`config.mk`:
```
export PLATFORM = sky130hd
export DESIGN_NAME = terminal_escape_key_decoder_unit
export DESIGN_NICKNAME = d
export VERILOG_FILES = /design/src/rtl/tekd_pkg.sv /design/src/rtl/tekd_match.sv /design/src/rtl/tekd_seq.sv /design/src/rtl/terminal_escape_key_decoder_unit.sv
export SDC_FILE = /design/constraint.sdc
export NUM_CORES = 1
export LEC_CHECK = 0
export BUFFER_PORTS_ARGS = -buffer_cell sky130_fd_sc_hd__buf_2
export CAP_MARGIN = 20
export CELL_PAD_IN_SITES_DETAIL_PLACEMENT = 0
export CELL_PAD_IN_SITES_GLOBAL_PLACEMENT = 1
export CORE_ASPECT_RATIO = 0.8
export CORE_UTILIZATION = 49
export DETAILED_ROUTE_END_ITERATION = 8
export PLACE_DENSITY_LB_ADDON = 0.1
export SYNTH_ARGS = -nofsm -noshare
export SYNTH_HDL_FRONTEND = slang
export SYNTH_HIERARCHICAL = 1
export SYNTH_SLANG_ARGS = --single-unit
```
`constraint.sdc`:
```
create_clock -name clock -period 9.86 [get_ports clock]
set_input_delay 1.972 -clock clock [delete_from_list [all_inputs] [get_ports clock]]
set_output_delay 1.972 -clock clock [all_outputs]
set_load 0.02 [all_outputs]
```
`src/rtl/tekd_pkg.sv`:
```
// ----------------------------------------------------------------------------
// tekd_pkg
// Shared types, constants and pattern tables for the terminal escape key
// decoder.
// ----------------------------------------------------------------------------
package tekd_pkg;

   localparam int SPECIAL_BASE = 128;
   localparam int SHIFTED_BASE = 152;
   localparam int MAX_SEQ_LEN  = 5;
   localparam int NUM_PRIMARY  = 24;
   localparam int NUM_SHIFTED  = 12;
   localparam int NUM_ARROWS   = 4;
   localparam int PAT_CHARS    = 4;

   // counters hold 0..MAX_SEQ_LEN, indexes 0..MAX_SEQ_LEN-1
   localparam int CNT_W = $clog2(MAX_SEQ_LEN + 1);
   localparam int POS_W = $clog2(MAX_SEQ_LEN);

   localparam logic [CNT_W-1:0] MAX_CNT = CNT_W'(MAX_SEQ_LEN);

   localparam logic [6:0] ESC_CODE     = 7'h1B;
   localparam logic [6:0] CHAR_O       = 7'h4F;
   localparam logic [6:0] CHAR_BRACKET = 7'h5B;
   localparam logic [6:0] CHAR_NUL     = 7'h00;

   // patterns after the ESC, first character in the top byte, NUL padded
   localparam logic [31:0] PRI_PAT [NUM_PRIMARY] = '{
      {"[A", 16'h0}, {"[B", 16'h0}, {"[C", 16'h0}, {"[D", 16'h0},
      {"[2~", 8'h0}, {"[3~", 8'h0}, {"[5~", 8'h0}, {"[6~", 8'h0},
      {"[7~", 8'h0}, {"[8~", 8'h0},
      "[11~", "[12~", "[13~", "[14~", "[15~", "[17~",
      "[18~", "[19~", "[20~", "[21~", "[23~", "[24~",
      {"[7^", 8'h0}, {"[8^", 8'h0}
   };

   localparam logic [31:0] SHF_PAT [NUM_SHIFTED] = '{
      "[23~", "[24~", "[25~", "[26~", "[28~", "[29~",
      "[31~", "[32~", "[33~", "[34~", "[23$", "[24$"
   };

   typedef struct packed {
      logic [7:0] key_byte;
      logic       more_waiting;
   } req_type;

   typedef struct packed {
      logic [7:0] key_code;
      logic       special_key;
      logic       last_of_run;
   } rsp_type;

   typedef struct packed {
      logic                   hit;
      logic                   miss;
      logic [7:0]             code;
      logic                   set_ss3;
      logic [NUM_PRIMARY-1:0] pri_cand;
      logic [NUM_SHIFTED-1:0] shf_cand;
   } match_res_type;

   typedef struct packed {
      logic    valid;
      rsp_type data;
   } push_type;

   typedef struct packed {
      logic             busy;
      logic             pend_valid;
      logic [CNT_W-1:0] rd_ptr;
      logic [CNT_W-1:0] fill;
   } seq_status_type;

   function automatic logic [6:0] pat_char(input logic [31:0] pat, input int pos);
      logic [7:0] ch;
      ch = pat[31-8*pos -: 8];
      return ch[6:0];
   endfunction

   function automatic int pat_len(input logic [31:0] pat);
      int   k;
      logic stop;
      k    = 0;
      stop = 1'b0;
      for (int p = 0; p < PAT_CHARS; p++) begin
         if (!stop && pat_char(pat, p) != CHAR_NUL) begin
            k++;
         end else begin
            stop = 1'b1;
         end
      end
      return k;
   endfunction

endpackage

```
`src/rtl/tekd_match.sv`:
```
// ----------------------------------------------------------------------------
// tekd_match
// Shared match step: compares one byte at one sequence position against all
// live candidates and reports hit, miss and the surviving candidate sets.
// ----------------------------------------------------------------------------
module tekd_match (
   input  logic [6:0]                      cur_byte,
   input  logic [tekd_pkg::POS_W-1:0]      pos,
   input  logic [tekd_pkg::NUM_PRIMARY-1:0] pri_cand,
   input  logic [tekd_pkg::NUM_SHIFTED-1:0] shf_cand,
   input  logic                            ss3_mode,
   input  logic                            prev_is_o,
   output tekd_pkg::match_res_type          res
);
   import tekd_pkg::*;

   int         plen;
   int         jm1;
   logic       ok;
   logic       found;

   always_comb begin
      res          = '0;
      res.pri_cand = pri_cand;
      res.shf_cand = shf_cand;
      found        = 1'b0;
      jm1          = int'(pos) - 1;
      plen         = 0;
      ok           = 1'b0;

      for (int i = 0; i < NUM_PRIMARY; i++) begin
         if (pri_cand[i]) begin
            plen = pat_len(PRI_PAT[i]);
            ok   = 1'b0;
            if (i < NUM_ARROWS && jm1 == 0) begin
               // arrow lead-in: either form allowed until ESC O A..D is seen
               ok = ss3_mode ? (cur_byte == CHAR_O)
                             : (cur_byte == CHAR_BRACKET || cur_byte == CHAR_O);
            end else if (jm1 < plen) begin
               ok = (cur_byte == pat_char(PRI_PAT[i], jm1));
            end
            if (ok) begin
               if (int'(pos) == plen && !found) begin
                  found       = 1'b1;
                  res.code    = 8'(SPECIAL_BASE + i);
                  res.set_ss3 = (i < NUM_ARROWS) && prev_is_o;
               end
            end else begin
               res.pri_cand[i] = 1'b0;
            end
         end
      end

      for (int i = 0; i < NUM_SHIFTED; i++) begin
         if (shf_cand[i]) begin
            plen = pat_len(SHF_PAT[i]);
            ok   = (jm1 < plen) && (cur_byte == pat_char(SHF_PAT[i], jm1));
            if (ok) begin
               if (int'(pos) == plen && !found) begin
                  found    = 1'b1;
                  res.code = 8'(SHIFTED_BASE + i);
               end
            end else begin
               res.shf_cand[i] = 1'b0;
            end
         end
      end

      res.hit  = found;
      res.miss = !found && (res.pri_cand == '0) && (res.shf_cand == '0);
   end

endmodule

```
`src/rtl/tekd_seq.sv`:
```
// ----------------------------------------------------------------------------
// tekd_seq
// Byte sequencer: holds the ESC sequence and the replay queue in one buffer,
// runs one match step per cycle while the output is free, stages results.
// ----------------------------------------------------------------------------
module tekd_seq (
   input  logic                     clock,
   input  logic                     reset,
   input  logic                     req_accept,
   input  tekd_pkg::req_type        req_data,
   input  logic                     out_free,
   output tekd_pkg::push_type       push,
   output tekd_pkg::seq_status_type status
);
   import tekd_pkg::*;

   // buf_ff[0 .. rd_ptr-1] are held sequence bytes, the rest still unparsed
   logic [6:0]             buf_ff  [MAX_SEQ_LEN];
   logic [6:0]             buf_in  [MAX_SEQ_LEN];
   logic [CNT_W-1:0]       fill_ff, fill_in;
   logic [CNT_W-1:0]       rd_ptr_ff, rd_ptr_in;
   logic                   more_ff, more_in;
   logic [NUM_PRIMARY-1:0] pri_ff, pri_in;
   logic [NUM_SHIFTED-1:0] shf_ff, shf_in;
   logic                   ss3_ff, ss3_in;
   logic                   pend_valid_ff, pend_valid_in;
   logic [7:0]             pend_code_ff, pend_code_in;
   logic                   pend_special_ff, pend_special_in;

   logic                   busy;
   logic                   step;
   logic                   in_seq;
   logic                   more;
   logic [6:0]             cur_byte;
   logic                   emit;
   logic [7:0]             emit_code;
   logic                   emit_special;
   logic [CNT_W-1:0]       shift;
   logic [CNT_W:0]         next_ptr;
   int                     src;
   match_res_type          mres;

   assign busy     = (rd_ptr_ff != fill_ff);
   assign step     = busy && out_free;
   assign in_seq   = (rd_ptr_ff != '0);
   assign cur_byte = buf_ff[rd_ptr_ff[POS_W-1:0]];
   assign next_ptr = {1'b0, rd_ptr_ff} + 1'b1;
   // a byte sees more input behind it if later bytes are held or more is waiting
   assign more     = (next_ptr < {1'b0, fill_ff}) || more_ff;

   tekd_match u_match (
      .cur_byte  (cur_byte),
      .pos       (rd_ptr_ff[POS_W-1:0]),
      .pri_cand  (pri_ff),
      .shf_cand  (shf_ff),
      .ss3_mode  (ss3_ff),
      .prev_is_o (buf_ff[1] == CHAR_O),
      .res       (mres)
   );

   // step decision
   always_comb begin
      emit         = 1'b0;
      emit_code    = '0;
      emit_special = 1'b0;
      shift        = '0;
      rd_ptr_in    = rd_ptr_ff;
      pri_in       = pri_ff;
      shf_in       = shf_ff;
      ss3_in       = ss3_ff;
      if (step) begin
         if (!in_seq) begin
            pri_in = '1;
            shf_in = '1;
            if (cur_byte == ESC_CODE && more) begin
               rd_ptr_in = CNT_W'(1);
            end else begin
               emit      = 1'b1;
               emit_code = {1'b0, cur_byte};
               shift     = CNT_W'(1);
            end
         end else if (mres.hit) begin
            emit         = 1'b1;
            emit_code    = mres.code;
            emit_special = 1'b1;
            shift        = next_ptr[CNT_W-1:0];
            rd_ptr_in    = '0;
            pri_in       = '1;
            shf_in       = '1;
            ss3_in       = ss3_ff | mres.set_ss3;
         end else if (mres.miss || next_ptr >= {1'b0, MAX_CNT}) begin
            // drop the ESC, held bytes after it get parsed again
            emit      = 1'b1;
            emit_code = {1'b0, ESC_CODE};
            shift     = CNT_W'(1);
            rd_ptr_in = '0;
            pri_in    = '1;
            shf_in    = '1;
         end else begin
            rd_ptr_in = next_ptr[CNT_W-1:0];
            pri_in    = mres.pri_cand;
            shf_in    = mres.shf_cand;
         end
      end
   end

   // buffer shift and append
   always_comb begin
      src     = 0;
      fill_in = fill_ff - shift;
      more_in = more_ff;
      for (int k = 0; k < MAX_SEQ_LEN; k++) begin
         src       = k + int'(shift);
         buf_in[k] = buf_ff[k];
         if (src < MAX_SEQ_LEN) begin
            buf_in[k] = buf_ff[POS_W'(src)];
         end
      end
      if (req_accept) begin
         buf_in[fill_ff[POS_W-1:0]] = req_data.key_byte[6:0];
         fill_in                    = fill_ff + 1'b1;
         more_in                    = req_data.more_waiting;
      end
   end

   // one result is kept back until it is known whether it ends the run
   always_comb begin
      push            = '0;
      pend_valid_in   = pend_valid_ff;
      pend_code_in    = pend_code_ff;
      pend_special_in = pend_special_ff;
      if (emit) begin
         push.valid            = pend_valid_ff;
         push.data.key_code    = pend_code_ff;
         push.data.special_key = pend_special_ff;
         pend_valid_in         = 1'b1;
         pend_code_in          = emit_code;
         pend_special_in       = emit_special;
      end else if (!busy && pend_valid_ff && out_free) begin
         push.valid            = 1'b1;
         push.data.key_code    = pend_code_ff;
         push.data.special_key = pend_special_ff;
         push.data.last_of_run = 1'b1;
         pend_valid_in         = 1'b0;
      end
   end

   always_ff @(posedge clock) begin
      if (reset) begin
         fill_ff       <= '0;
         rd_ptr_ff     <= '0;
         more_ff       <= 1'b0;
         pri_ff        <= '1;
         shf_ff        <= '1;
         ss3_ff        <= 1'b0;
         pend_valid_ff <= 1'b0;
      end else begin
         fill_ff       <= fill_in;
         rd_ptr_ff     <= rd_ptr_in;
         more_ff       <= more_in;
         pri_ff        <= pri_in;
         shf_ff        <= shf_in;
         ss3_ff        <= ss3_in;
         pend_valid_ff <= pend_valid_in;
      end
   end

   always_ff @(posedge clock) begin
      buf_ff          <= buf_in;
      pend_code_ff    <= pend_code_in;
      pend_special_ff <= pend_special_in;
   end

   assign status.busy       = busy;
   assign status.pend_valid = pend_valid_ff;
   assign status.rd_ptr     = rd_ptr_ff;
   assign status.fill       = fill_ff;

endmodule

```
`src/rtl/terminal_escape_key_decoder_unit.sv`:
```
// ----------------------------------------------------------------------------
// terminal_escape_key_decoder_unit
// Each request runs a match step for the new byte and for each replayed held
// byte on the single shared match step, while the output register is free; the
// last result is staged and then loaded into the result register. A new request
// waits until the last one is done. Reset is synchronous: counters, candidates,
// arrow mode and valids clear; held bytes and result payloads are not reset.
// ----------------------------------------------------------------------------
// Top level: request intake, sequencer with its shared match step, and the
// result register that parts the two channels.
// ----------------------------------------------------------------------------
module terminal_escape_key_decoder_unit (
   input  logic              clock,
   input  logic              reset,
   input  logic              req_valid,
   output logic              req_stall,
   input  tekd_pkg::req_type req_data,
   output logic              rsp_valid,
   input  logic              rsp_stall,
   output tekd_pkg::rsp_type rsp_data
);
   import tekd_pkg::*;

   logic           req_accept;
   logic           out_free;
   push_type       push;
   seq_status_type status;

   logic           rsp_valid_ff;
   rsp_type        rsp_data_ff;

   // a new request waits until the previous one is fully parsed and its
   // last result has been handed to the output register
   assign req_stall  = status.busy || status.pend_valid;
   assign req_accept = req_valid && !req_stall;

   // output slot is free when empty or being taken this cycle
   assign out_free = !rsp_valid_ff || !rsp_stall;

   tekd_seq u_seq (
      .clock      (clock),
      .reset      (reset),
      .req_accept (req_accept),
      .req_data   (req_data),
      .out_free   (out_free),
      .push       (push),
      .status     (status)
   );

   // result register
   always_ff @(posedge clock) begin
      if (reset) begin
         rsp_valid_ff <= 1'b0;
      end else if (push.valid) begin
         rsp_valid_ff <= 1'b1;
      end else if (!rsp_stall) begin
         rsp_valid_ff <= 1'b0;
      end
   end

   always_ff @(posedge clock) begin
      if (push.valid) begin
         rsp_data_ff <= push.data;
      end
   end

   assign rsp_valid = rsp_valid_ff;
   assign rsp_data  = rsp_data_ff;

`ifndef NO_ASSERTIONS
   // an accepted request always leaves work behind for the sequencer
   a_accept_busy: assert property (@(posedge clock) disable iff (reset)
      req_accept |=> req_stall)
      else $error("accepted request left no work");

   // read pointer never passes the buffer fill, fill never passes the depth
   a_ptr_bounds: assert property (@(posedge clock) disable iff (reset)
      (status.rd_ptr <= status.fill) && (status.fill <= MAX_CNT))
      else $error("sequence buffer pointers out of range");

   // sequencer only pushes into a free result register
   a_push_free: assert property (@(posedge clock) disable iff (reset)
      push.valid |-> out_free)
      else $error("result pushed over an untaken result");

   // the end-of-run result drains the staged result
   a_last_drains: assert property (@(posedge clock) disable iff (reset)
      (push.valid && push.data.last_of_run) |=> !status.pend_valid)
      else $error("staged result left after end of run");
`endif

endmodule
```
==> Implementation_results.wiki <==
{| class="wikitable"
! Metric !! Value
|-
| Number of buffers added to fix hold violations after cts || 0
|-
| Number of buffers on the longest clock path || 2
|-
| Yosys reg bits || 100
|-
| WL final || 26.9 mm
|-
| DRC violation total after the first TritonRoute iteration || 925
|-
| # rows || 41
|-
| Utilization after layout || between 50 and 60%
|-
| Most frequent cells after synthesis || sky130_fd_sc_hd__nor2_1 (83), sky130_fd_sc_hd__dfxtp_1 (81), sky130_fd_sc_hd__nand2_1 (65)
|-
| Data arrival time at the worst-slack endpoint || just under 9 ns
|-
| Remaining routing DRC violations || 0
|-
| TritonRoute pass-1 iters || 5
|-
| Startpoint-to-endpoint class of the critical path || flop to flop
|-
| Launching element type of the critical path || flop
|-
| Die footprint || 17300 um^2
|-
| Total grt overflow || 0
|-
| Via count || approximately 8k
|-
| Most common flop cell mapped by yosys || sky130_fd_sc_hd__dfxtp_1
|-
| Number of buffers added on ports || 23
|-
| Overall global routing resource usage || 31.4%
|-
| Starting utilization of the core area || between 50% and 60%
|-
| Power density over the cells || approximately 340 nW/um^2
|-
| Layout area overhead || 5.61%
|-
| Final worst clock skew || 0.0109 ns
|-
| Maximum number of pins on one net before global-route repair || 52
|-
| Cell type with the largest total area after synthesis || sky130_fd_sc_hd__dfxtp_1
|-
| Number of antenna violations at the first check in global routing || 0
|-
| Syn_area_per_cell || about 8.5 um^2
|-
| Final hold violation count || 0
|-
| RSZ-0062 raised after global routing || no
|-
| Routed vias/inst || between 6 and 7
|-
| # Max-Cap Violations || 0
|-
| CTS tree || done
|-
| Post_cts resized || 0
|-
| Most repeated cell in the gate-level netlist after synthesis || sky130_fd_sc_hd__nor2_1
|-
| Share of post-route cells with drive strength above 1 || a little under an eighth
|-
| Largest fanout of any net on the critical path || 37
|-
| Antenna Violating Nets Remaining || 0
|-
| Die extent in y || ~120 um
|-
| Sequential area share after synthesis || a little over a quarter
|-
| Die extent in x || 147 um
|-
| Average wire per standard cell || ~23 um
|-
| Shortest period the worst path allows || about 8.5 ns
|-
| Dominant cells by area after synthesis || sky130_fd_sc_hd__dfxtp_1 (20%), sky130_fd_sc_hd__edfxtp_1 (6.9%), sky130_fd_sc_hd__mux2i_1 (6.3%), sky130_fd_sc_hd__nand2b_1 (4.1%), sky130_fd_sc_hd__mux4_2 (3.8%)
|-
| Floorplan core area || 16100 um^2
|-
| Clock latency on the worst-skew pair || ~0.36 ns
|-
| Number of antenna repair diodes || 0
|-
| Max IR drop VDD || approximately 140 uV
|-
| Hold WC Path Type || flop to flop
|-
| Clock Sink Count || 100
|-
| Nature of the critical path endpoint || flop
|-
| Status || completed
|-
| Required time worst endpoint || roughly 10 ns
|-
| Slew of the pin with the lowest slew margin || 0.982 ns
|-
| Area share of the largest cell type after synthesis || 19.7%
|-
| Total negative setup slack || 0 ns
|-
| Number of instances in the synthesized netlist || between 900 and 1k
|-
| Count of boundary I/O pins || 25
|-
| Ys async rst share || 0%
|-
| Final #Nets || roughly 990
|-
| Setup violators final || 0
|-
| Max Clk Rate || 118 MHz
|-
| Cell at the root of the clock tree || sky130_fd_sc_hd__clkbuf_16
|-
| Final critical-path share of the clock period || between 80% and 90%
|-
| Synthesized Nets || roughly 1.0k
|-
| Total setup buffers inserted after CTS || 0
|-
| Placer Congestion || 0.916
|-
| Vias in the first global route || around 7.4k
|-
| Count of flip-flops with a built-in enable after synthesis || 19
|-
| Max-slew violation count || 0
|-
| HPWL after detailed placement || 19.0 mm
|-
| Post-synth design cell area || 8230 um^2
|-
| Number of buffers created by CTS || 9
|-
| Leakage || between 3 and 4 nW
|-
| Number of warnings reported in the yosys synthesis log || 6
|-
| Library cells used by synthesis || 99
|-
| Max transition margin || between 30 and 40%
|-
| Clock Pin Slew Worst Setup and Hold Paths || 0.07 ns
|-
| Wire length of the first global-routing pass || about 42 mm
|-
| Maximum level of the CTS H-tree || 3
|}
report_power, final:
group          internal [mW]  switching (mW)  total [mW]  leakage (nW)
clock                  0.199           0.177       0.375         0.141
sequential             0.535           0.113       0.649         0.850
combinational          0.715            1.21        1.93          2.44
routing by layer:
metal	up-vias	share of wire, %	GRT usage [%]
met3	44	10	7.83
met5	-	0	0
met1	3878	48	48.9
li1	3637	-	-
met4	0	1.5	9.09
met2	409	40	41.3
sequential cells by signal (all words and copies together), names as in the netlist:
register	cells
rsp_data	10
u_seq/buf_ff	35
u_seq/rd_ptr_ff	3
rsp_valid	1
u_seq/pend_special_ff	1
u_seq/pend_valid_ff	1
u_seq/pend_code_ff	8
u_seq/fill_ff	3
u_seq/pri_ff	24
u_seq/more_ff	1
u_seq/shf_ff	12
u_seq/ss3_ff	1
critical path: stages, from the launching register on:
cell,delay (ns)
sky130_fd_sc_hd__dfxtp_2,0.87
sky130_fd_sc_hd__inv_1,0.26
sky130_fd_sc_hd__ha_1,0.28
sky130_fd_sc_hd__ha_1,0.39
sky130_fd_sc_hd__ha_1,0.42
sky130_fd_sc_hd__and4bb_2,0.43
sky130_fd_sc_hd__nand2_1,0.19
sky130_fd_sc_hd__xor2_1,0.72
sky130_fd_sc_hd__nor4b_2,0.66
sky130_fd_sc_hd__a21bo_2,0.26
sky130_fd_sc_hd__a21oi_1,0.10
sky130_fd_sc_hd__o221ai_1,0.42
sky130_fd_sc_hd__nor2_1,0.14
sky130_fd_sc_hd__o211ai_1,0.32
sky130_fd_sc_hd__and3_1,0.53
sky130_fd_sc_hd__nand2_4,0.31
sky130_fd_sc_hd__inv_4,0.38
sky130_fd_sc_hd__ha_1,0.46
sky130_fd_sc_hd__a21oi_2,0.19
sky130_fd_sc_hd__a21oi_1,0.80
sky130_fd_sc_hd__a221o_1,0.29
kinds of logic (layout without fill, tap and decap cells):
| logic type | count (synthesis) | after routing | share of synthesized area [%] |
|---|---|---|---|
| AO/OA/AOI/OAI | 269 | 269 | 23.9 |
| XOR/XNOR | 26 | 26 | 2.93 |
| adder cells (fa/ha/maj) | 22 | 22 | 3.44 |
| buffers and inverters | 92 | 83 | 5.60 |
| flip-flops | 100 | 100 | 26.6 |
| multiplexers | 73 | 73 | 11.2 |
| other | 1 | 1 | 0.0456 |
| AND/OR/NAND/NOR | 388 | 388 | 26.3 |
per-stage QoR:
| step | total power [mW] | setup slack (ns) | instances | instance area, um^2 | hold WS [ns] |
|---|---|---|---|---|---|
| global route | 3.14 | 0.936 | 1177 | 8690 | 0.519 |
| CTS | 2.90 | 1.67 | 1177 | 8690 | 0.495 |
| floorplan | 2.05 | 2.60 | 971 | 8230 | 0.438 |
| global placement | 2.48 | 1.83 | 1161 | 8390 | 0.479 |
| detailed placement | 2.52 | 1.70 | 1161 | 8390 | 0.479 |
| finish | 2.95 | 1.37 | 1177 | 8690 | 0.499 |
layout by cell type, fill, tap and decap left out, types with 16 or more instances in the layout:
cell	synthesis	routed
sky130_fd_sc_hd__a21oi_1	40	40
sky130_fd_sc_hd__and3_1	19	19
sky130_fd_sc_hd__buf_2	17	23
sky130_fd_sc_hd__buf_4	7	17
sky130_fd_sc_hd__dfxtp_1	81	80
sky130_fd_sc_hd__edfxtp_1	19	19
sky130_fd_sc_hd__ha_1	21	21
sky130_fd_sc_hd__inv_1	25	25
sky130_fd_sc_hd__mux2i_1	52	52
sky130_fd_sc_hd__nand2_1	65	65
sky130_fd_sc_hd__nand2b_1	54	54
sky130_fd_sc_hd__nand3_1	38	38
sky130_fd_sc_hd__nor2_1	83	83
sky130_fd_sc_hd__nor2b_1	25	25
sky130_fd_sc_hd__nor3_1	16	16
sky130_fd_sc_hd__o21ai_0	36	34
sky130_fd_sc_hd__o22ai_1	38	38
sky130_fd_sc_hd__xnor2_1	17	17
worst paths after layout:
| kind | startpoint | endpoint | slack [ns] | cells past startpoint |
|---|---|---|---|---|
| setup / recovery | u_seq/rd_ptr_ff[0] | u_seq/buf_ff[9] | 1.37 | 20 |
| setup reg to reg | u_seq/rd_ptr_ff[0] | u_seq/buf_ff[9] | 1.37 | 20 |
| hold reg to reg | u_seq/pri_ff[10] | u_seq/pri_ff[10] | 0.50 | 2 |
| hold / removal | u_seq/pri_ff[10] | u_seq/pri_ff[10] | 0.50 | 2 |
layout make-up:
class | instances | area, um^2
clock buffer | 9 | 225
clock inverter | 7 | 73.8
fill | 1536 | 7420
inverter | 27 | 104
multi-input combinational | 779 | 5580
sequential | 100 | 2190
tap | 215 | 269
timing repair buffer | 40 | 243
(Power assumes the default switching activity.)
